## src/gcnu_pkg.sv

```systemverilog
// Shared types and constants of the coverage grid core
`default_nettype none

package gcnu_pkg;

  // Width of the cell coordinate fields on the ports
  localparam int CELL_W = 5;
  // Width of the time and dwell fields
  localparam int TIME_W = 32;
  // Reset value of the dwell limit
  localparam logic [TIME_W-1:0] DWELL_RESET = 32'd1000;

  // Squared-distance limits of the mark patterns
  localparam int LIM_START  = 1;
  localparam int LIM_FORBID = 2;

  typedef enum logic [1:0] {
    CMD_START  = 2'd0,
    CMD_FORBID = 2'd1,
    CMD_UPDATE = 2'd2,
    CMD_MOVE   = 2'd3
  } cmd_t;

  typedef enum logic [1:0] {
    ST_UNKNOWN   = 2'd0,
    ST_CURRENT   = 2'd1,
    ST_SEARCHED  = 2'd2,
    ST_FORBIDDEN = 2'd3
  } status_t;

  // Operation of one grid sweep; OP_CLEAR is the post-reset wipe
  typedef enum logic [2:0] {
    OP_START  = 3'd0,
    OP_FORBID = 3'd1,
    OP_UPDATE = 3'd2,
    OP_MOVE   = 3'd3,
    OP_CLEAR  = 3'd4
  } op_t;

  typedef enum logic [1:0] {
    S_IDLE  = 2'd0,
    S_SCAN  = 2'd1,
    S_DRAIN = 2'd2,
    S_FIN   = 2'd3
  } state_t;

  // Sequencer to cell evaluator
  typedef struct packed {
    op_t  op;    // sweep operation
    logic vld;   // a cell's old status and distance arrive this cycle
    logic init;  // new item accepted: restart the nearest search
  } eval_ctl_t;

endpackage

`default_nettype wire

```

## src/gcnu_mem.sv

```systemverilog
// Cell status memory: one write port, one registered read port
`default_nettype none

module gcnu_mem import gcnu_pkg::*; #(
  parameter int DEPTH = 1024,
  parameter int AW    = 10
) (
  input  wire logic          clk,
  input  wire logic [AW-1:0] rd_addr,
  output status_t            rd_data,
  input  wire logic          wr_en,
  input  wire logic [AW-1:0] wr_addr,
  input  wire status_t       wr_data
);

  status_t mem [DEPTH];

  // Write port
  always_ff @(posedge clk) begin
    if (wr_en) begin
      mem[wr_addr] <= wr_data;
    end
  end

  // Registered read port
  always_ff @(posedge clk) begin
    rd_data <= mem[rd_addr];
  end

endmodule

`default_nettype wire

```

## src/gcnu_dist.sv

```systemverilog
// Shared squared-distance unit, one cell per cycle, registered result
`default_nettype none

module gcnu_dist import gcnu_pkg::*; #(
  parameter int XW = 5,
  parameter int YW = 5,
  parameter int DW = 6
) (
  input  wire logic              clk,
  input  wire logic [CELL_W-1:0] cx,
  input  wire logic [CELL_W-1:0] cy,
  input  wire logic [XW-1:0]     x,
  input  wire logic [YW-1:0]     y,
  output logic [2*DW-1:0]        d2_r
);

  logic signed [DW-1:0]   dx;
  logic signed [DW-1:0]   dy;
  logic signed [2*DW-1:0] px;
  logic signed [2*DW-1:0] py;
  logic [2*DW-1:0]        d2_nxt;

  // Differences are taken one bit wider than any coordinate
  always_comb begin
    dx     = $signed({1'b0, (DW-1)'(cx)}) - $signed({1'b0, (DW-1)'(x)});
    dy     = $signed({1'b0, (DW-1)'(cy)}) - $signed({1'b0, (DW-1)'(y)});
    px     = dx * dx;
    py     = dy * dy;
    d2_nxt = $unsigned(px) + $unsigned(py);
  end

  always_ff @(posedge clk) begin
    d2_r <= d2_nxt;
  end

endmodule

`default_nettype wire

```

## src/gcnu_eval.sv

```systemverilog
// Cell evaluator: new status for the swept cell and nearest-unknown tracking
`default_nettype none

module gcnu_eval import gcnu_pkg::*; #(
  parameter int XW  = 5,
  parameter int YW  = 5,
  parameter int D2W = 12
) (
  input  wire logic           clk,
  input  wire logic           rst_n,
  input  wire eval_ctl_t      ectl,
  input  wire status_t        old_st,
  input  wire logic [D2W-1:0] d2,
  input  wire logic [XW-1:0]  x,
  input  wire logic [YW-1:0]  y,
  output logic                wr_en,
  output status_t             wr_data,
  output logic                found_r,
  output logic [XW-1:0]       best_x_r,
  output logic [YW-1:0]       best_y_r
);

  logic [D2W-1:0] best_d2_r;
  logic [D2W-1:0] best_d2_nxt;
  logic [XW-1:0]  best_x_nxt;
  logic [YW-1:0]  best_y_nxt;
  logic           found_nxt;
  logic           take;

  // New status of the cell under the sweep
  always_comb begin
    wr_en = ectl.vld && (ectl.op != OP_MOVE);
    case (ectl.op)
      OP_CLEAR:  wr_data = ST_UNKNOWN;
      OP_START:  wr_data = (d2 <= D2W'(LIM_START)) ? ST_CURRENT : ST_UNKNOWN;
      OP_FORBID: wr_data = (d2 <= D2W'(LIM_FORBID)) ? ST_FORBIDDEN : old_st;
      OP_UPDATE: begin
        if (d2 == '0) begin
          wr_data = ST_CURRENT;
        end else if (old_st == ST_CURRENT) begin
          wr_data = ST_SEARCHED;
        end else begin
          wr_data = old_st;
        end
      end
      default:   wr_data = old_st;
    endcase
  end

  // Strict compare keeps the first cell in scan order on a tie
  always_comb begin
    take = ectl.vld && (ectl.op == OP_MOVE) && (old_st == ST_UNKNOWN) &&
           (!found_r || (d2 < best_d2_r));
    found_nxt   = found_r;
    best_d2_nxt = best_d2_r;
    best_x_nxt  = best_x_r;
    best_y_nxt  = best_y_r;
    if (ectl.init) begin
      found_nxt = 1'b0;
    end else if (take) begin
      found_nxt   = 1'b1;
      best_d2_nxt = d2;
      best_x_nxt  = x;
      best_y_nxt  = y;
    end
  end

  always_ff @(posedge clk) begin
    if (!rst_n) begin
      found_r <= 1'b0;
    end else begin
      found_r <= found_nxt;
    end
  end

  always_ff @(posedge clk) begin
    best_d2_r <= best_d2_nxt;
    best_x_r  <= best_x_nxt;
    best_y_r  <= best_y_nxt;
  end

endmodule

`default_nettype wire

```

## src/gcnu_ctrl.sv

```systemverilog
// Sequencer: command intake, grid sweep counters and result timing
`default_nettype none

module gcnu_ctrl import gcnu_pkg::*; #(
  parameter int GW = 32,
  parameter int GL = 32,
  parameter int XW = 5,
  parameter int YW = 5,
  parameter int AW = 10
) (
  input  wire logic              clk,
  input  wire logic              rst_n,
  input  wire logic              in_valid,
  output logic                   in_stall,
  input  wire logic [1:0]        in_command,
  input  wire logic [CELL_W-1:0] in_cell_x,
  input  wire logic [CELL_W-1:0] in_cell_y,
  input  wire logic [TIME_W-1:0] in_elapsed_time,
  input  wire logic [TIME_W-1:0] dwell_limit,
  input  wire logic              out_free,
  output logic                   out_load,
  output logic                   dwell_done,
  output logic [CELL_W-1:0]      cx_r,
  output logic [CELL_W-1:0]      cy_r,
  output logic [AW-1:0]          iss_addr,
  output logic [XW-1:0]          iss_x,
  output logic [YW-1:0]          iss_y,
  output logic [AW-1:0]          stg_addr,
  output logic [XW-1:0]          stg_x,
  output logic [YW-1:0]          stg_y,
  output eval_ctl_t              ectl
);

  state_t        state_r, state_nxt;
  op_t           op_r, op_nxt;
  logic          pass_r, pass_nxt;
  logic [AW-1:0] addr_r, addr_nxt;
  logic [XW-1:0] x_r, x_nxt;
  logic [YW-1:0] y_r, y_nxt;
  logic          vld1_r;
  logic [AW-1:0] addr1_r;
  logic [XW-1:0] x1_r;
  logic [YW-1:0] y1_r;
  logic          accept;
  logic          last;
  logic          pass_in;
  op_t           op_in;

  // Command decode
  always_comb begin
    pass_in = (in_elapsed_time >= dwell_limit);
    unique case (cmd_t'(in_command))
      CMD_START:  op_in = OP_START;
      CMD_FORBID: op_in = OP_FORBID;
      CMD_UPDATE: op_in = OP_UPDATE;
      CMD_MOVE:   op_in = OP_MOVE;
      default:    op_in = OP_MOVE;
    endcase
  end

  assign last = (x_r == XW'(GW - 1)) && (y_r == YW'(GL - 1));

  // Next state
  always_comb begin
    state_nxt = state_r;
    unique case (state_r)
      S_IDLE: begin
        if (in_valid) begin
          state_nxt = ((op_in != OP_MOVE) || pass_in) ? S_SCAN : S_FIN;
        end
      end
      S_SCAN: begin
        if (last) begin
          state_nxt = S_DRAIN;
        end
      end
      S_DRAIN: state_nxt = S_FIN;
      S_FIN: begin
        if ((op_r == OP_CLEAR) || out_free) begin
          state_nxt = S_IDLE;
        end
      end
      default: state_nxt = S_IDLE;
    endcase
  end

  // State outputs
  always_comb begin
    in_stall = (state_r != S_IDLE);
    accept   = (state_r == S_IDLE) && in_valid;
    out_load = (state_r == S_FIN) && (op_r != OP_CLEAR) && out_free;
  end

  // Sweep counters: column outer, row inner
  always_comb begin
    op_nxt   = op_r;
    pass_nxt = pass_r;
    addr_nxt = addr_r;
    x_nxt    = x_r;
    y_nxt    = y_r;
    if (accept) begin
      op_nxt   = op_in;
      pass_nxt = pass_in;
      addr_nxt = '0;
      x_nxt    = '0;
      y_nxt    = '0;
    end else if (state_r == S_SCAN) begin
      addr_nxt = addr_r + AW'(1);
      if (y_r == YW'(GL - 1)) begin
        y_nxt = '0;
        x_nxt = x_r + XW'(1);
      end else begin
        y_nxt = y_r + YW'(1);
      end
    end
  end

  // Control registers; reset starts the wipe of the grid
  always_ff @(posedge clk) begin
    if (!rst_n) begin
      state_r <= S_SCAN;
      op_r    <= OP_CLEAR;
      pass_r  <= 1'b0;
      addr_r  <= '0;
      x_r     <= '0;
      y_r     <= '0;
      vld1_r  <= 1'b0;
    end else begin
      state_r <= state_nxt;
      op_r    <= op_nxt;
      pass_r  <= pass_nxt;
      addr_r  <= addr_nxt;
      x_r     <= x_nxt;
      y_r     <= y_nxt;
      vld1_r  <= (state_r == S_SCAN);
    end
  end

  // Payload registers
  always_ff @(posedge clk) begin
    if (accept) begin
      cx_r <= in_cell_x;
      cy_r <= in_cell_y;
    end
    addr1_r <= addr_r;
    x1_r    <= x_r;
    y1_r    <= y_r;
  end

  always_comb begin
    dwell_done = (op_r == OP_MOVE) && pass_r;
    iss_addr   = addr_r;
    iss_x      = x_r;
    iss_y      = y_r;
    stg_addr   = addr1_r;
    stg_x      = x1_r;
    stg_y      = y1_r;
    ectl.op    = op_r;
    ectl.vld   = vld1_r;
    ectl.init  = accept;
  end

endmodule

`default_nettype wire

```

## src/grid_coverage_nearest_unknown_core.sv

```systemverilog
// Result: start, forbid, update and a move that reaches the dwell limit give their result
//   after a sweep of all GRID_WIDTH*GRID_LENGTH cells; a refused move skips the sweep.
// Items: a new item is taken only once the last one is through, with in_stall high until then;
//   the sweep runs one cell per cycle through the status memory and the distance unit.
// Reset: synchronous, active low; a wipe of all GRID_WIDTH*GRID_LENGTH cells follows,
//   in_stall high throughout, configuration writes still taken.
`default_nettype none

module grid_coverage_nearest_unknown_core import gcnu_pkg::*; #(
  parameter int GRID_WIDTH  = 32,
  parameter int GRID_LENGTH = 32
) (
  input  wire logic              clk,
  input  wire logic              rst_n,
  input  wire logic              in_valid,
  output logic                   in_stall,
  input  wire logic [1:0]        in_command,
  input  wire logic [CELL_W-1:0] in_cell_x,
  input  wire logic [CELL_W-1:0] in_cell_y,
  input  wire logic [TIME_W-1:0] in_elapsed_time,
  output logic                   out_valid,
  input  wire logic              out_stall,
  output logic                   out_dwell_done,
  output logic                   out_found,
  output logic [CELL_W-1:0]      out_target_x,
  output logic [CELL_W-1:0]      out_target_y,
  input  wire logic              cfg_valid,
  output logic                   cfg_ready,
  input  wire logic [TIME_W-1:0] cfg_dwell_limit
);

  localparam int DEPTH = GRID_WIDTH * GRID_LENGTH;
  localparam int XW    = $clog2(GRID_WIDTH);
  localparam int YW    = $clog2(GRID_LENGTH);
  localparam int AW    = $clog2(DEPTH);
  localparam int MW    = (XW > YW) ? XW : YW;
  localparam int DW    = ((MW > CELL_W) ? MW : CELL_W) + 1;
  localparam int D2W   = 2 * DW;
  localparam int XE    = (XW > CELL_W) ? XW : CELL_W;
  localparam int YE    = (YW > CELL_W) ? YW : CELL_W;

  logic [TIME_W-1:0] dwell_limit_r;
  logic              out_valid_r, out_valid_nxt;
  logic              out_free;
  logic              out_load;
  logic              dwell_done;
  logic [CELL_W-1:0] cx_r, cy_r;
  logic [AW-1:0]     iss_addr, stg_addr;
  logic [XW-1:0]     iss_x, stg_x, best_x;
  logic [YW-1:0]     iss_y, stg_y, best_y;
  eval_ctl_t         ectl;
  status_t           rd_data, wr_data;
  logic              wr_en;
  logic [D2W-1:0]    d2;
  logic              found;
  logic [XE-1:0]     best_x_ext;
  logic [YE-1:0]     best_y_ext;

  // Configuration register
  assign cfg_ready = 1'b1;

  always_ff @(posedge clk) begin
    if (!rst_n) begin
      dwell_limit_r <= DWELL_RESET;
    end else if (cfg_valid && cfg_ready) begin
      dwell_limit_r <= cfg_dwell_limit;
    end
  end

  gcnu_ctrl #(
    .GW (GRID_WIDTH),
    .GL (GRID_LENGTH),
    .XW (XW),
    .YW (YW),
    .AW (AW)
  ) u_ctrl (
    .clk             (clk),
    .rst_n           (rst_n),
    .in_valid        (in_valid),
    .in_stall        (in_stall),
    .in_command      (in_command),
    .in_cell_x       (in_cell_x),
    .in_cell_y       (in_cell_y),
    .in_elapsed_time (in_elapsed_time),
    .dwell_limit     (dwell_limit_r),
    .out_free        (out_free),
    .out_load        (out_load),
    .dwell_done      (dwell_done),
    .cx_r            (cx_r),
    .cy_r            (cy_r),
    .iss_addr        (iss_addr),
    .iss_x           (iss_x),
    .iss_y           (iss_y),
    .stg_addr        (stg_addr),
    .stg_x           (stg_x),
    .stg_y           (stg_y),
    .ectl            (ectl)
  );

  gcnu_mem #(
    .DEPTH (DEPTH),
    .AW    (AW)
  ) u_mem (
    .clk     (clk),
    .rd_addr (iss_addr),
    .rd_data (rd_data),
    .wr_en   (wr_en),
    .wr_addr (stg_addr),
    .wr_data (wr_data)
  );

  gcnu_dist #(
    .XW (XW),
    .YW (YW),
    .DW (DW)
  ) u_dist (
    .clk  (clk),
    .cx   (cx_r),
    .cy   (cy_r),
    .x    (iss_x),
    .y    (iss_y),
    .d2_r (d2)
  );

  gcnu_eval #(
    .XW  (XW),
    .YW  (YW),
    .D2W (D2W)
  ) u_eval (
    .clk      (clk),
    .rst_n    (rst_n),
    .ectl     (ectl),
    .old_st   (rd_data),
    .d2       (d2),
    .x        (stg_x),
    .y        (stg_y),
    .wr_en    (wr_en),
    .wr_data  (wr_data),
    .found_r  (found),
    .best_x_r (best_x),
    .best_y_r (best_y)
  );

  // Output register; a held result does not block the sweep of the next item, only its result
  assign out_free      = !out_valid_r || !out_stall;
  assign out_valid_nxt = out_load || (out_valid_r && out_stall);
  assign best_x_ext    = XE'(best_x);
  assign best_y_ext    = YE'(best_y);

  always_ff @(posedge clk) begin
    if (!rst_n) begin
      out_valid_r <= 1'b0;
    end else begin
      out_valid_r <= out_valid_nxt;
    end
  end

  always_ff @(posedge clk) begin
    if (out_load) begin
      out_dwell_done <= dwell_done;
      out_found      <= found;
      out_target_x   <= found ? best_x_ext[CELL_W-1:0] : cx_r;
      out_target_y   <= found ? best_y_ext[CELL_W-1:0] : cy_r;
    end
  end

  assign out_valid = out_valid_r;

endmodule

`default_nettype wire

```

## config.mk

```make
export PLATFORM = sky130hd
export DESIGN_NAME = grid_coverage_nearest_unknown_core
export DESIGN_NICKNAME = d
export VERILOG_FILES = /design/src/gcnu_pkg.sv /design/src/gcnu_mem.sv /design/src/gcnu_dist.sv /design/src/gcnu_eval.sv /design/src/gcnu_ctrl.sv /design/src/grid_coverage_nearest_unknown_core.sv
export SDC_FILE = /design/constraint.sdc
export NUM_CORES = 2
export LEC_CHECK = 0
export BUFFER_PORTS_ARGS = -buffer_cell sky130_fd_sc_hd__buf_2
export CORE_MARGIN = 2
export CORE_UTILIZATION = 45
export DETAILED_ROUTE_END_ITERATION = 16
export MAX_ROUTING_LAYER = met4
export PLACE_DENSITY = 0.7
export REMOVE_ABC_BUFFERS = 1
export SLEW_MARGIN = 20
export SYNTH_ARGS = -nofsm -noshare
export SYNTH_HDL_FRONTEND = slang
export SYNTH_SLANG_ARGS = --single-unit
```

## constraint.sdc

```tcl
create_clock -name clk -period 101.1 [get_ports clk]
set_input_delay 5.055 -clock clk [delete_from_list [all_inputs] [get_ports clk]]
set_output_delay 5.055 -clock clk [all_outputs]
set_load 0.02 [all_outputs]
```

==> report_table.html <==
<table>
<tr><th>Metric</th><th>Value</th></tr>
<tr><th colspan="2">Routing</th></tr>
<tr><td>Vias/cell</td><td>roughly 6.2</td></tr>
<tr><td>Pre-Repair DR Iteration Count</td><td>6</td></tr>
<tr><td>1st-iter DRT viols</td><td>around 7.8k</td></tr>
<tr><td>Vias</td><td>around 52k</td></tr>
<tr><td>Final routed wire length divided by cell count</td><td>29.7 µm</td></tr>
<tr><td>Final antenna-violating net count</td><td>0</td></tr>
<tr><td>DRC violations left</td><td>0</td></tr>
<tr><td>Routed Wire Length</td><td>~250000 µm</td></tr>
<tr><th colspan="2">Worst setup path</th></tr>
<tr><td>Critical path fanouts, max</td><td>95</td></tr>
<tr><td>WP data arrival</td><td>8.09 ns</td></tr>
<tr><td>Slowest cell delay on critical path</td><td>0.91 ns</td></tr>
<tr><td>Count of buffering cells on the critical path with inverters included</td><td>5</td></tr>
<tr><td>Launching element type of the critical path</td><td>flop</td></tr>
<tr><td>Critical path's slowest cell</td><td>dfxtp_4</td></tr>
<tr><td>Start-to-end type of the worst setup path</td><td>reg -&gt; reg</td></tr>
<tr><td>Crit. End Element</td><td>flop</td></tr>
<tr><td>Critical-path cell list</td><td>buf_12 -&gt; buf_4 -&gt; buf_4 -&gt; buf_4 -&gt; buf_4 -&gt; mux4_2 -&gt; mux4_2 -&gt; a2111oi_1 -&gt; or4_1 -&gt; o211ai_1 -&gt; a32o_1</td></tr>
<tr><td>Library cell appearing most often on the critical path</td><td>buf_4</td></tr>
<tr><td>Data required time at the worst endpoint</td><td>~100 ns</td></tr>
<tr><td>Category of cells accounting for the largest share of critical-path delay</td><td>buffers and inverters</td></tr>
<tr><th colspan="2">Floorplan</th></tr>
<tr><td>Vertical extent of the die</td><td>roughly 460 µm</td></tr>
<tr><td>Area enclosed by the die boundary</td><td>around 0.21 mm²</td></tr>
<tr><td>Initial standard-cell utilization of the core</td><td>45.4%</td></tr>
<tr><td>Floorplan die width</td><td>456 µm</td></tr>
<tr><td>Placeable core area</td><td>between 0.2 and 0.25 mm²</td></tr>
<tr><td>Placement Rows</td><td>165</td></tr>
<tr><td>I/O pin cnt</td><td>96</td></tr>
<tr><th colspan="2">Timing</th></tr>
<tr><td>Post-route clock period utilization</td><td>roughly 7.2%</td></tr>
<tr><td>Final critical delay including setup and external delays</td><td>7.33 ns</td></tr>
<tr><td>Setup TNS Final</td><td>0 ns</td></tr>
<tr><td>Upper clock frequency limit</td><td>0.137 GHz</td></tr>
<tr><td>Final-report max-slew violation count</td><td>0</td></tr>
<tr><td>Worst clock skew</td><td>between 0.06 and 0.07 ns</td></tr>
<tr><td>Transition time at the pin with the least slew margin</td><td>between 1 and 1.5 ns</td></tr>
<tr><td>Unrepaired setup endpoints after global routing</td><td>no</td></tr>
<tr><td>Number of hold violations in the final report</td><td>0</td></tr>
<tr><td>Setup-failing EPs final</td><td>0</td></tr>
<tr><td>Worst slew margin relative to its limit</td><td>between 10% and 20%</td></tr>
<tr><th colspan="2">Placed design</th></tr>
<tr><td>Placer congestion estimate</td><td>roughly 0.91</td></tr>
<tr><td>Number of buffers inserted by port buffering</td><td>94</td></tr>
<tr><td>Placed inst area</td><td>0.0950 mm²</td></tr>
<tr><td>Detailed placement HPWL</td><td>143000 µm</td></tr>
<tr><th colspan="2">Pwr</th></tr>
<tr><td>Leakage power</td><td>between 30 and 40 nW</td></tr>
<tr><td>Power density normalized to cell area</td><td>approximately 25 mW/mm²</td></tr>
<tr><td>Clock network fraction of total power</td><td>a little under a third</td></tr>
<tr><td>Switching power of the nets</td><td>between 0.7 and 0.8 mW</td></tr>
<tr><td>Gate power share</td><td>roughly 28%</td></tr>
<tr><td>Switching share of power</td><td>~30%</td></tr>
<tr><td>Cell-internal power</td><td>between 1.5 and 2 mW</td></tr>
<tr><td>Power share of the sequential group</td><td>roughly 41%</td></tr>
<tr><td>Largest vdd supply drop</td><td>slightly above 0.05 mV</td></tr>
<tr><th colspan="2">Final layout</th></tr>
<tr><td>Layout net count</td><td>5821</td></tr>
<tr><td>Area added between synthesis and finish</td><td>10.8%</td></tr>
<tr><td>Share of post-route cells with drive strength above 1</td><td>roughly a fifth</td></tr>
<tr><td>Fin area</td><td>between 0.1 and 0.15 mm²</td></tr>
<tr><td>Leading cell type in the layout, fill and taps excluded</td><td>edfxtp_1</td></tr>
<tr><td>Commonest cells after routing, fill and taps aside</td><td>edfxtp_1 (2092), nor2_1 (1123), mux4_2 (455)</td></tr>
<tr><th colspan="2">Logic synthesis</th></tr>
<tr><td>Number of distinct library cell variants in the gate-level netlist after synthesis</td><td>77</td></tr>
<tr><td>Warning count from the yosys run</td><td>0</td></tr>
<tr><td>Synthesized instance count</td><td>about 5.6k</td></tr>
<tr><td>Count of flip-flops with a built-in enable after synthesis</td><td>roughly 2.1k</td></tr>
<tr><td>Proportion of register bits with asynchronous set or reset after synthesis</td><td>0%</td></tr>
<tr><td>Main flop type after synthesis</td><td>edfxtp_1</td></tr>
<tr><td>Portion of the post-synthesis area used by sequential elements</td><td>70.4%</td></tr>
<tr><td>Number of synthesized register bits</td><td>between 2k and 2.5k</td></tr>
<tr><td>Netlist area before placement</td><td>between 0.09 and 0.1 mm²</td></tr>
<tr><td>Synthesized area per cell</td><td>~17 µm²</td></tr>
<tr><th colspan="2">GRT</th></tr>
<tr><td>Antenna violations before repair</td><td>3</td></tr>
<tr><td>Total congestion overflow after global routing</td><td>0</td></tr>
<tr><td>Met1 Track Usage GR</td><td>roughly a third</td></tr>
<tr><td>Met2 track utilization from global routing</td><td>a little under two fifths</td></tr>
<tr><td>Total routing resource utilization after global routing</td><td>~25%</td></tr>
<tr><td>Maximum number of pins on one net before global-route repair</td><td>247</td></tr>
<tr><td>GR Util met3</td><td>under 10%</td></tr>
<tr><td>First-pass GRT wire length</td><td>about 360000 µm</td></tr>
<tr><td>Most crowded layer after global routing</td><td>met2</td></tr>
<tr><td>Number of global-route vias before repair</td><td>51.8k</td></tr>
<tr><th colspan="2">Clock network</th></tr>
<tr><td>Clock tree from TritonCTS</td><td>done</td></tr>
<tr><td>Clock tree root buffer cell</td><td>clkbuf_16</td></tr>
<tr><td>Post-cts repair resize count</td><td>0</td></tr>
<tr><td>TritonCTS Buffers</td><td>roughly 210</td></tr>
<tr><td>Sinks on Clock Net</td><td>about 2.2k</td></tr>
<tr><td>Bufs on Longest Clock Path</td><td>3</td></tr>
<tr><td>Post-CTS Setup Repair Bufs</td><td>0</td></tr>
<tr><td>Number of buffers added to fix hold violations after cts</td><td>0</td></tr>
<tr><td>H-tree level count</td><td>4</td></tr>
<tr><td>Worst-path clk slew</td><td>approximately 0.07 ns</td></tr>
<tr><td>Clk_lat worst skew</td><td>just under 0.9 ns</td></tr>
<tr><th colspan="2">Run</th></tr>
<tr><td>Max Cap Viol</td><td>0</td></tr>
<tr><th colspan="2">Worst hold path</th></tr>
<tr><td>Type of the worst min-delay path</td><td>reg -&gt; reg</td></tr>
<tr><th colspan="2">Outcome</th></tr>
<tr><td>Run status</td><td>completed</td></tr>
</table>
==> cell type report <==
type,instances,area (µm²)
antenna,5,12.5
clock buffer,255,5490
clock inverter,132,1350
fill,16300,101000
inverter,158,594
multi-input combinational,2810,24800
sequential,2187,64700
tap,2672,3340
timing repair buffer,222,1510
==> path summary, 6_finish.rpt <==
kind | from | to | slack [ns] | cells past startpoint
max | u_ctrl.iss_addr[0] | u_mem.rd_data[0] | 93.77 | 11
max reg2reg | u_ctrl.iss_addr[0] | u_mem.rd_data[0] | 93.77 | 11
min | u_ctrl.iss_y[3] | u_ctrl.stg_y[3] | 0.34 | 0
min reg2reg | u_ctrl.iss_y[3] | u_ctrl.stg_y[3] | 0.34 | 0
==> per-layer routing <==
layer | wire length (µm) | vias up
met3 | 29500 | 615
met5 | 0 | -
li1 | - | 21300
met4 | 11100 | 0
met1 | 94400 | 27000
met2 | 116000 | 3368
==> sequential cells by signal, summed over array words and instances, names as in the netlist, 3 cells and up <==
name / count
u_ctrl.iss_addr: 10
u_ctrl.stg_addr: 10
u_ctrl.cy_r: 5
u_ctrl.stg_y: 5
u_ctrl.iss_y: 5
u_mem.mem: 2048
u_ctrl.iss_x: 5
u_ctrl.op_r: 3
u_ctrl.cx_r: 5
dwell_limit_r: 32
out_target_y: 5
u_eval.best_x_r: 5
u_eval.best_d2_r: 12
u_ctrl.stg_x: 5
out_target_x: 5
u_dist.d2_r: 12
u_eval.best_y_r: 5
==> metrics by stage <==
stage	setup slack (ns)	hold slack [ns]	cells	utilization (%)	total power, mW
detailed placement	93.67	0.366	8048	46.9	1.76
global route	93.31	0.358	8436	50.3	2.64
global placement	93.63	0.364	8047	46.9	1.76
CTS	93.72	0.348	8435	50.3	2.54
finish	93.77	0.343	8441	50.3	2.53
floorplan	23.34	0.344	5155	-	1.93
==> power by group through the flow <==
stage               Combinational, mW  Sequential, mW  Clock [mW]
global route                    0.773            1.05       0.824
global placement                0.695            1.06           0
finish                          0.700            1.04       0.783
CTS                             0.707            1.04       0.790
detailed placement              0.699            1.06           0
floorplan                       0.723            1.21           0
==> synthesized netlist by cell type, types with 59 or more instances <==
cell type,count,area share [%]
edfxtp_1,2092,68
nor2_1,1125,4.6
mux4_2,455,11
clkbuf_1,260,1.1
mux2i_1,215,2.3
nand2_1,165,0.67
inv_1,154,0.63
dfxtp_1,95,2.1
ha_1,93,1.3
a21oi_1,83,0.45
buf_2,66,0.36
fa_1,60,1.3
o21ai_0,59,0.32
==> logic make-up (layout without fill, tap and decap cells) <==
kind of cell / count (synthesis) / after routing / synth area share [%]
XOR/XNOR: 36 / 36 / 0.343
buffers and inverters: 565 / 767 / 2.83
AND/OR/NAND/NOR: 1489 / 1489 / 6.59
flip-flops: 2187 / 2187 / 70.4
AO/OA/AOI/OAI: 423 / 423 / 3.15
adder cells (fa/ha/maj): 153 / 153 / 2.57
multiplexers: 708 / 708 / 14.1
other: 1 / 6 / 0.00408
Note: power is estimated with default switching activity, not from simulation.
